[config.mk]
export PLATFORM = sky130hd
export DESIGN_NAME = button_click_classifier
export DESIGN_NICKNAME = d
export VERILOG_FILES = /design/src/hdl/bcc_pkg.sv /design/src/hdl/bcc_classify.sv /design/src/hdl/bcc_fifo.sv /design/src/hdl/button_click_classifier.sv
export SDC_FILE = /design/constraint.sdc
export NUM_CORES = 1
export LEC_CHECK = 0
export BUFFER_PORTS_ARGS = -buffer_cell sky130_fd_sc_hd__buf_2
export CORE_ASPECT_RATIO = 1.25
export CORE_MARGIN = 8
export CORE_UTILIZATION = 50
export DETAILED_ROUTE_END_ITERATION = 8
export PLACE_DENSITY = 0.68
export SETUP_SLACK_MARGIN = 0.2
export SYNTH_ARGS = -nofsm -noshare
export SYNTH_HDL_FRONTEND = slang
export SYNTH_SLANG_ARGS = --single-unit
[constraint.sdc]
create_clock -name clk -period 5.9 [get_ports clk]
set_input_delay 0.885 -clock clk [delete_from_list [all_inputs] [get_ports clk]]
set_output_delay 0.885 -clock clk [all_outputs]
set_load 0.05 [all_outputs]
[src/hdl/bcc_pkg.sv]
package bcc_pkg;

  localparam int BUFFER_DEPTH = 8;
  localparam int PTR_W        = $clog2(BUFFER_DEPTH);
  localparam int COUNT_W      = 8;
  localparam int TIME_W       = 16;
  localparam int CFG_ADDR_W   = 3;

  typedef logic [1:0] click_code_t;

  localparam click_code_t CODE_NONE   = 2'd0;
  localparam click_code_t CODE_NORMAL = 2'd1;
  localparam click_code_t CODE_DOUBLE = 2'd2;
  localparam click_code_t CODE_HOLD   = 2'd3;

  localparam logic [CFG_ADDR_W-1:0] CFG_REPEAT_MODE   = 3'd0;
  localparam logic [CFG_ADDR_W-1:0] CFG_BOUNCE_TIME   = 3'd1;
  localparam logic [CFG_ADDR_W-1:0] CFG_DOUBLE_WINDOW = 3'd2;
  localparam logic [CFG_ADDR_W-1:0] CFG_REPEAT_START  = 3'd3;
  localparam logic [CFG_ADDR_W-1:0] CFG_REPEAT_PERIOD = 3'd4;

  typedef struct packed {
    logic              repeat_mode;
    logic [TIME_W-1:0] bounce_time;
    logic [TIME_W-1:0] double_window;
    logic [TIME_W-1:0] repeat_start;
    logic [TIME_W-1:0] repeat_period;
  } cfg_t;

  typedef struct packed {
    logic        push;
    logic        pop;
    click_code_t code;
  } fifo_req_t;

  typedef struct packed {
    logic             hit;
    logic [PTR_W-1:0] count_nxt;
  } fifo_stat_t;

endpackage

[src/hdl/bcc_classify.sv]
module bcc_classify (
  input  logic                 clk,
  input  logic                 rst_n,
  input  logic                 tick_en,
  input  logic                 pressed,
  input  bcc_pkg::cfg_t        cfg,
  output logic                 push,
  output bcc_pkg::click_code_t push_code
);
  import bcc_pkg::*;

  typedef enum logic [2:0] {
    PH_WAIT, PH_BOUNCE, PH_PREP, PH_WAITREP, PH_LOOPREP, PH_HELD
  } phase_t;

  phase_t            phase_r, phase_nxt;
  logic [TIME_W-1:0] elapsed_r, elapsed_nxt, elapsed_inc;
  logic [1:0]        presses_r, presses_nxt;

  // stopwatch saturates at all ones
  assign elapsed_inc = (elapsed_r == {TIME_W{1'b1}}) ? elapsed_r : elapsed_r + 1'b1;

  always_comb begin
    phase_nxt   = phase_r;
    elapsed_nxt = elapsed_r;
    presses_nxt = presses_r;
    push        = 1'b0;
    push_code   = CODE_NORMAL;
    if (tick_en) begin
      elapsed_nxt = elapsed_inc;
      if (pressed) begin
        case (phase_r)
          PH_WAIT: begin
            elapsed_nxt = '0;
            if (presses_r != 2'd2) presses_nxt = presses_r + 2'd1;
            phase_nxt = PH_BOUNCE;
          end
          PH_BOUNCE: begin
            if (elapsed_inc > cfg.bounce_time) phase_nxt = PH_PREP;
          end
          PH_PREP: begin
            if (elapsed_inc > cfg.double_window) begin
              push        = 1'b1;
              presses_nxt = 2'd0;
              if (cfg.repeat_mode) begin
                push_code = CODE_NORMAL;
                phase_nxt = PH_WAITREP;
              end else begin
                push_code = CODE_HOLD;
                phase_nxt = PH_HELD;
              end
            end
          end
          PH_WAITREP: begin
            if (elapsed_inc > cfg.repeat_start) phase_nxt = PH_LOOPREP;
          end
          PH_LOOPREP: begin
            if (elapsed_inc > cfg.repeat_period) begin
              push        = 1'b1;
              push_code   = CODE_NORMAL;
              elapsed_nxt = '0;
            end
          end
          default: begin
          end
        endcase
      end else begin
        if (presses_r != 2'd0 && elapsed_inc > cfg.double_window) begin
          push        = 1'b1;
          push_code   = (presses_r == 2'd1) ? CODE_NORMAL : CODE_DOUBLE;
          presses_nxt = 2'd0;
        end
        phase_nxt = PH_WAIT;
      end
    end
  end

  always_ff @(posedge clk) begin
    if (!rst_n) begin
      phase_r   <= PH_WAIT;
      elapsed_r <= '0;
      presses_r <= 2'd0;
    end else begin
      phase_r   <= phase_nxt;
      elapsed_r <= elapsed_nxt;
      presses_r <= presses_nxt;
    end
  end

endmodule

[src/hdl/bcc_fifo.sv]
module bcc_fifo (
  input  logic                 clk,
  input  logic                 rst_n,
  input  bcc_pkg::fifo_req_t   req,
  output bcc_pkg::fifo_stat_t  stat,
  output bcc_pkg::click_code_t rd_data_r
);
  import bcc_pkg::*;

  localparam logic [PTR_W-1:0] LAST_SLOT = PTR_W'(BUFFER_DEPTH - 1);

  click_code_t      mem [BUFFER_DEPTH];
  logic [PTR_W-1:0] wr_ptr_r, wr_ptr_nxt;
  logic [PTR_W-1:0] rd_ptr_r, rd_ptr_nxt;
  logic [PTR_W-1:0] count_r, count_nxt;
  logic             push_ok, pop_ok;

  // one slot stays free: a new code is dropped once DEPTH-1 are waiting
  assign push_ok = req.push && (count_r != LAST_SLOT);
  assign pop_ok  = req.pop && (count_r != '0);

  always_comb begin
    wr_ptr_nxt = wr_ptr_r;
    rd_ptr_nxt = rd_ptr_r;
    count_nxt  = count_r;
    if (push_ok) begin
      wr_ptr_nxt = (wr_ptr_r == LAST_SLOT) ? '0 : wr_ptr_r + 1'b1;
      count_nxt  = count_r + 1'b1;
    end
    if (pop_ok) begin
      rd_ptr_nxt = (rd_ptr_r == LAST_SLOT) ? '0 : rd_ptr_r + 1'b1;
      count_nxt  = count_r - 1'b1;
    end
  end

  assign stat.hit       = pop_ok;
  assign stat.count_nxt = count_nxt;

  // a pop only reaches entries written by earlier items, so the registered
  // read never races a write to the same slot
  always_ff @(posedge clk) begin
    if (push_ok) mem[wr_ptr_r] <= req.code;
    if (pop_ok) rd_data_r <= mem[rd_ptr_r];
  end

  always_ff @(posedge clk) begin
    if (!rst_n) begin
      wr_ptr_r <= '0;
      rd_ptr_r <= '0;
      count_r  <= '0;
    end else begin
      wr_ptr_r <= wr_ptr_nxt;
      rd_ptr_r <= rd_ptr_nxt;
      count_r  <= count_nxt;
    end
  end

  a_no_overfill: assert property (@(posedge clk) disable iff (!rst_n)
    count_r <= LAST_SLOT)
    else $error("ring buffer over its capacity");

  a_push_pop_excl: assert property (@(posedge clk) disable iff (!rst_n)
    !(req.push && req.pop))
    else $error("tick and read in the same cycle");

  a_empty_pop_hold: assert property (@(posedge clk) disable iff (!rst_n)
    (req.pop && count_r == '0) |=> (count_r == '0 && $stable(rd_ptr_r)))
    else $error("read of empty buffer moved state");

  a_ptr_span: assert property (@(posedge clk) disable iff (!rst_n)
    (count_r == '0) |-> (wr_ptr_r == rd_ptr_r))
    else $error("pointers disagree with empty count");

endmodule

[src/hdl/button_click_classifier.sv]
// Button click classifier. Each input item is either a one-millisecond tick
// carrying the sampled button level (in_tuser = 0, in_tdata[0] = pressed) or
// a read of the oldest click code (in_tuser = 1). One item is taken every
// clock cycle unless the output is stalled; each gives exactly one result,
// which appears in the cycle after acceptance, as the click memory has a
// registered read port. A single output register holds the result; while it is stalled
// the input is held off. Configuration writes go through cfg_* and must be
// made while no item is in flight. The buffer holds BUFFER_DEPTH-1 codes;
// further clicks are dropped until a read frees a slot. No clearing pass is
// needed after reset.
module button_click_classifier (
  input  logic                            clk,
  input  logic                            rst_n,
  input  logic                            in_tvalid,
  output logic                            in_tready,
  input  logic [7:0]                      in_tdata,  // [0] button_pressed
  input  logic                            in_tuser,  // [0] cmd
  output logic                            out_tvalid,
  input  logic                            out_tready,
  // [1:0] click_code, [9:2] waiting_count, [11:10] last_read_code
  output logic [15:0]                     out_tdata,
  input  logic                            cfg_valid,
  output logic                            cfg_ready,
  input  logic [bcc_pkg::CFG_ADDR_W-1:0]  cfg_addr,
  input  logic [bcc_pkg::TIME_W-1:0]      cfg_data
);
  import bcc_pkg::*;

  cfg_t             cfg_r;
  logic             in_acc, tick_en;
  logic             push;
  click_code_t      push_code;
  fifo_req_t        req;
  fifo_stat_t       stat;
  click_code_t      rd_data_r;

  logic             out_valid_r;
  logic             is_read_r;
  logic             hit_r;
  logic [PTR_W-1:0] count_r;
  click_code_t      last_code_r;
  click_code_t      res_code, res_last;

  assign cfg_ready = 1'b1;

  always_ff @(posedge clk) begin
    if (!rst_n) begin
      cfg_r.repeat_mode   <= 1'b0;
      cfg_r.bounce_time   <= 16'd25;
      cfg_r.double_window <= 16'd300;
      cfg_r.repeat_start  <= 16'd800;
      cfg_r.repeat_period <= 16'd100;
    end else if (cfg_valid) begin
      case (cfg_addr)
        CFG_REPEAT_MODE:   cfg_r.repeat_mode   <= cfg_data[0];
        CFG_BOUNCE_TIME:   cfg_r.bounce_time   <= cfg_data;
        CFG_DOUBLE_WINDOW: cfg_r.double_window <= cfg_data;
        CFG_REPEAT_START:  cfg_r.repeat_start  <= cfg_data;
        CFG_REPEAT_PERIOD: cfg_r.repeat_period <= cfg_data;
        default: begin
        end
      endcase
    end
  end

  assign in_tready = !out_valid_r || out_tready;
  assign in_acc    = in_tvalid && in_tready;
  assign tick_en   = in_acc && !in_tuser;

  bcc_classify u_classify (
    .clk       (clk),
    .rst_n     (rst_n),
    .tick_en   (tick_en),
    .pressed   (in_tdata[0]),
    .cfg       (cfg_r),
    .push      (push),
    .push_code (push_code)
  );

  assign req.push = push;
  assign req.pop  = in_acc && in_tuser;
  assign req.code = push_code;

  bcc_fifo u_fifo (
    .clk       (clk),
    .rst_n     (rst_n),
    .req       (req),
    .stat      (stat),
    .rd_data_r (rd_data_r)
  );

  always_ff @(posedge clk) begin
    if (!rst_n) begin
      out_valid_r <= 1'b0;
      last_code_r <= CODE_NONE;
    end else begin
      // last code moves on as each result leaves, so the next one sees it
      if (out_valid_r && out_tready) last_code_r <= res_last;
      if (in_acc) out_valid_r <= 1'b1;
      else if (out_tready) out_valid_r <= 1'b0;
    end
  end

  always_ff @(posedge clk) begin
    if (in_acc) begin
      is_read_r <= in_tuser;
      hit_r     <= stat.hit;
      count_r   <= stat.count_nxt;
    end
  end

  assign res_code = hit_r ? rd_data_r : CODE_NONE;
  assign res_last = is_read_r ? res_code : last_code_r;

  assign out_tvalid = out_valid_r;
  assign out_tdata  = {4'd0, res_last, COUNT_W'(count_r), res_code};

endmodule
Word level (Yosys, flattened, before mapping)

Memory sizes are Yosys's and may differ from the RTL's. A register that Yosys moved wholly into a read port is not among the register bits.
Index checks and enable logic that the tools add are counted.
W data, S select, Z words.

Register bits: 103
Bits in writable memories: 16
Output and inout port bits: 19
Word-level logic and storage cells: 108
Memories: 1

Memories:

| name       | depth | width | rd ports | clocked after memory_dff | write ports | line           | source |
|---|---|---|---|---|---|---|---|
| u_fifo.mem | 8     | 2     | 1        | 1                        | 1           | bcc_fifo.sv:12 | `click_code_t mem [BUFFER_DEPTH];` |

Add/sub/neg operators: 6
Magnitude comparators: 4
Equality and inequality tests: 20
Multiplexer cells: 38
Reductions and logical operators: 23

Operators by type and width:

| kind                    | number |
|---|---|
| $gt A16 B16 Y1          | 4 |
| $mux W16                | 3 |
| $pmux W16 S2            | 1 |
| $mux W3                 | 9 |
| $mux W2                 | 13 |
| $add A16 B1 Y16 const B | 1 |
| $eq A16 B16 Y1 const B  | 1 |
| $eq A3 B2 Y1 const B    | 4 |
| $eq A3 B3 Y1 const B    | 4 |
| $ne A3 B2 Y1 const B    | 4 |
| $pmux W3 S4             | 1 |
| $reduce_and A2 Y1       | 5 |
| $reduce_and A5 Y1       | 2 |
| $add A3 B1 Y3 const B   | 3 |
| $mux W1                 | 9 |
| $logic_and A1 B1 Y1     | 7 |
| $eq A3 B1 Y1 const B    | 2 |
| $logic_not A3 Y1        | 2 |
| $reduce_bool A2 Y1      | 3 |
| $ne A5 B1 Y1 const B    | 1 |
| $pmux W2 S2             | 1 |
| $ne A3 B1 Y1 const B    | 1 |
| $ne A3 B3 Y1 const B    | 1 |
| $reduce_bool A3 Y1      | 1 |
| other kinds (7)         | 8 |

Depth between registers and ports, before layout

Depth in word-level cells: 10
Depth in mapped cells: 17
Gate-level depth less buffers: 15

By module

Synthesis repeated with hierarchy kept, for this count alone.

Cell total of the unflattened synthesis: 805
Area total of the unflattened synthesis: 7379.6 µm²

Modules (own cells, without submodules):

| module                  | times used | cells an instance | area each (µm²) |
|---|---|---|---|
| bcc_classify            | 1          | 419               | 3125.5 |
| button_click_classifier | 1          | 281               | 2940.3 |
| bcc_fifo                | 1          | 105               | 1313.8 |

Worst setup path after synthesis

OpenSTA, ideal clock, no wires.

Kind: register to register
From: register u_classify.elapsed_r[0]
To: memory u_fifo.mem[4][0] (netlist name), enable pin
Setup time: 355 ps
Data arrival time: 3648 ps
Data required time: 5545 ps
Setup slack: 1897 ps
Stages on the path, launching flop included: 16
Buffers on the path: 0
Period minus slack after synthesis: 4003 ps
Cells stage by stage: dfxtp_1 -> ha_1 -> and3_1 -> and3_1 -> and3_1 -> nor2_1 -> nand3_1 -> xnor2_1 -> ha_1 -> nand4_1 -> or4_4 -> a21oi_4 -> o31ai_4 -> o2bb2ai_2 -> nand2_1 -> nor4b_1

Word-level cells in the longest chain between the ends: 10

RTL lines:

| what                                              | line                                                       | source |
|---|---|---|
| start: declaration                                | bcc_classify.sv:17                                         | `logic [TIME_W-1:0] elapsed_r, elapsed_nxt, elapsed_inc;` |
| start signal: assignment                          | bcc_classify.sv:85                                         | `elapsed_r <= elapsed_nxt;` |
| $add A16 B1 Y16 or $eq A16 B16 Y1 (tied branches) | bcc_classify.sv:21                                         | `assign elapsed_inc = (elapsed_r == {TIME_W{1'b1}}) ? elapsed_r : elapsed_r + 1'b1;` |
| $mux W16 *                                        | bcc_classify.sv:21                                         |  |
| $gt A16 B16 Y1 (on tied branches)                 | bcc_classify.sv:58, bcc_classify.sv:42, bcc_classify.sv:68 |  |
| $mux W1, or another cell as far along             | bcc_classify.sv:58                                         | `if (elapsed_inc > cfg.repeat_period) begin` |
| $pmux W1 S2 or $mux W1 (tied branches)            | bcc_classify.sv:32, bcc_classify.sv:68                     |  |
| $mux W1 *                                         | bcc_classify.sv:31                                         | `if (pressed) begin` |
| $mux W1 *                                         | bcc_classify.sv:29                                         | `if (tick_en) begin` |
| $logic_and A1 B1 Y1 *                             | bcc_fifo.sv:19                                             | `assign push_ok = req.push && (count_r != LAST_SLOT);` |
| $mux W1 *                                         | bcc_fifo.sv:42                                             | `if (push_ok) mem[wr_ptr_r] <= req.code;` |
| $mux W1 (implied by the code) *                   | bcc_fifo.sv:42                                             |  |
| end: declaration                                  | bcc_fifo.sv:12                                             |  |

Mark *: on every way between the ends. The rest lies on a longest branch, timed or not.

Worst setup path in the final report

Ends and elaborated chain as after synthesis.

==> impl_metrics.py <==
metrics = {
    "status": {
        "status": "finished clean",
    },
    "worst_setup_path": {
        "cp_max_fo": 7,
        "cp.buffers_inverters": 0,
        "critPathTopFamily": "simple AND/OR/NAND/NOR gates",
        "worstPathArrival_ns": 4.93,
        "critical_path.max_stage_delay_ns": 0.59,
        "slowest_stage": "nor4b_1",
        "critPathRequiredTime_ns": 5.95,
        "timing.critical_path.mode_cell": "and3_1",
        "cp_cell_sequence": "ha_1, and3_1, and3_1, and3_1, nor2_1, nand4_1, xnor2_1, ha_1, nand4_1, nor4_2, o21ai_0, a31oi_4, o2bb2ai_2, nand2_1, nor4b_1",
        "setup.worst_path.start_class": "flip-flop",
        "critPathKind": "flip-flop to flip-flop",
        "crit_path_end_kind": "flip-flop",
    },
    "grt": {
        "top_usage_layer": "met2",
        "grt-ovfl-total": 0,
        "gr-usage-met3_pct": 4.62,
        "grt.met1_usage_pct": 21.5,
        "grt_pass1_wl_um": 27900,
        "grt_use_met2_pct": 35.1,
        "grt_max_degree": 72,
        "grt_pass1_vias": 5719,
        "grt_use_total_pct": 19.8,
        "antenna_found_initial": 0,
    },
    "synthesis": {
        "synth_edf_count": 23,
        "synth-seq-cells": 121,
        "yosysSeqAreaShare_pct": 38.2,
        "syn_avg_cell_area_um2": 8.38,
        "syn_inst": 829,
        "synthArstFlopShare_pct": 0,
        "synth.distinct_cells": 68,
        "ys.warnings.count": 0,
        "synth.cell_area_um2": 6950,
        "synth_ff_type": "dfxtp_1",
    },
    "cts": {
        "hold_buffers": 0,
        "post_cts_buffers": 0,
        "cts_buffers": 17,
        "cts_buffer_depth": 2,
        "cts_tree": "built",
        "cts_resized": 0,
        "clkLatencyLatePin_ns": 0.42,
        "clkSlewWorstSetupHoldPaths_ns": 0.05,
        "h-tree-depth": 4,
        "cts.sinks": 121,
        "clock_tree.root_cell": "clkbuf_16",
    },
    "detailed_routing": {
        "drt_iter0_drc": 281,
        "routedWlPerCell_um": 16.4,
        "drt-total-wl_um": 17000,
        "avgViaCountPerCell": 5.56,
        "post-route-drc-count": 0,
        "vias": 5779,
        "ant_nets": 0,
        "drt_first_pass_iters": 5,
    },
    "place": {
        "post_dp_cell_area_um2": 7180,
        "post-place-ws_ns": 1.13,
        "gp_congestion": 0.854,
        "portBuffers": 34,
        "dp_hpwl_um": 12700,
    },
    "pwr": {
        "leakage_nw": 3.21,
        "power.density_nw_per_um2": 264,
        "vdd_ir_drop_max_mv": 0.172,
        "finalPower_mw": 2.06,
    },
    "timing": {
        "tightest_slew_ns": 0.991,
        "max-slew-margin-rel_pct": 33.7,
        "max_freq_mhz": 205,
        "hold_viol": 0,
        "fin_crit_sh_pct": 82.8,
        "slew_violations": 0,
        "setup_viol": 0,
        "setup_ws_ns": 1.01,
        "fin_crit_ns": 4.89,
        "rsz0062_at_grt": "no",
        "setup_tns_ns": 0,
        "fin_skew_ns": 0.00734,
    },
    "layout": {
        "antennaDiodeCount": 0,
        "final_common_cell": "nand2_1",
        "drive_gt1_share_pct": 10.4,
        "finalInstanceArea_um2": 7780,
        "fin_nets": 960,
        "area_growth_pct": 12.0,
        "final_cell_mix": "nand2_1 (179), a21oi_1 (100), dfxtp_1 (98)",
    },
    "job": {
        "cap_viol_max_count": 0,
    },
    "floorplanning": {
        "dieHeight_um": 148,
        "die_width_um": 121,
        "initial_utilization_pct": 50.7,
        "die_area_um2": 17900,
        "coreArea_um2": 13700,
        "placementRows": 48,
        "io_pins": 52,
    },
    "hold_path": {
        "hold_path.class": "flip-flop to flip-flop",
    },
}
worst register-to-register path: cells and delay by family, from the launching register on:
family,cells,cell delay [ns]
AO/OA/AOI/OAI,3,0.81
flip-flops,1,0.37
XOR/XNOR,1,0.43
AND/OR/NAND/NOR,9,2.45
adder cells (fa/ha/maj),2,0.47
stage by stage:
stage	std cells	hold slack (ns)	utilization [%]
floorplan	837	0.434	-
global placement	1007	0.445	52.4
detailed placement	1007	0.449	52.4
CTS	1039	0.456	56.8
global route	1039	0.471	56.8
finish	1039	0.450	56.8
kinds of logic after synthesis:
logic type,synth area share (%)
simple gates,20.4
xor+xnor,1.51
flops,38.2
compound gates,16.5
buf+inv,7.13
fa+ha+maj,13.7
mux,2.54
other cells,0.108
power breakdown:
| part | switching [mW] | internal (mW) | total [mW] |
|---|---|---|---|
| clock | 0.369 | 0.693 | 1.06 |
| combinational | 0.0974 | 0.0360 | 0.133 |
| sequential | 0.00732 | 0.854 | 0.861 |
sequential cells by signal, summed over array words and instances (netlist names), 2 cells and up:
name                  flops
u_classify.presses_r      2
count_r                   3
u_classify.phase_r        3
u_fifo.wr_ptr_r           3
u_classify.elapsed_r     16
cfg_r                    65
u_fifo.rd_ptr_r           3
last_code_r               2
u_fifo.rd_data_r          2
u_fifo.mem               16
u_fifo.count_r            3
path summary, 6_finish.rpt:
path                            slack (ns)  cells past startpoint                    start          endpoint
worst max-delay path                  1.01                     15  u_classify.elapsed_r[0]  u_fifo.mem[4][0]
worst max register to register        1.01                     15  u_classify.elapsed_r[0]  u_fifo.mem[4][0]
worst min-delay path                  0.45                      2           last_code_r[1]    last_code_r[1]
worst min register to register        0.45                      2           last_code_r[1]    last_code_r[1]
Yosys cell counts, types with 2 or more instances:
cell	number	area (um2)
nand2_1	179	672
a21oi_1	100	500
dfxtp_1	98	1960
ha_1	76	951
inv_1	72	270
nor2_1	34	128
clkbuf_1	28	105
edfxtp_1	23	691
nand3_1	22	110
o21ai_0	18	90.1
o211ai_1	16	120
nand4_1	12	75.1
a21o_1	11	82.6
buf_4	10	75.1
xnor2_1	10	87.6
nor3_1	9	45.0
and2_1	8	50.1
and3_1	7	43.8
a31oi_1	6	37.5
nor2b_1	6	37.5
and4_1	5	43.8
mux2_2	5	56.3
mux4_2	4	90.1
a22o_1	3	26.3
mux2i_1	3	30.0
nand3b_1	3	22.5
nor3b_1	3	22.5
or2_2	3	18.8
or3_1	3	18.8
a22oi_1	2	15.0
buf_2	2	10.0
conb_1	2	7.51
inv_2	2	7.51
nand2b_1	2	12.5
nand4b_1	2	17.5
nor4_1	2	12.5
nor4b_1	2	17.5
o211a_1	2	20.0
o21a_1	2	15.0
o221a_2	2	22.5
o31ai_1	2	15.0
xor2_1	2	17.5
layout make-up:
| type | count | area [um2] |
|---|---|---|
| clock buffers | 26 | 522 |
| clock inverters | 6 | 82.6 |
| fillers | 1245 | 5910 |
| inverters | 74 | 278 |
| multi-input cells | 599 | 3830 |
| flip-flops and latches | 121 | 2650 |
| well taps | 175 | 219 |
| repair buffers | 38 | 200 |
routing by layer:
layer / up-vias / share of wire (%)
met3: 38 / 4.4
met2: 140 / 52
met1: 2710 / 40
met5: - / 0
met4: 0 / 3.5
li1: 2891 / -
(Power assumes the default switching activity.)
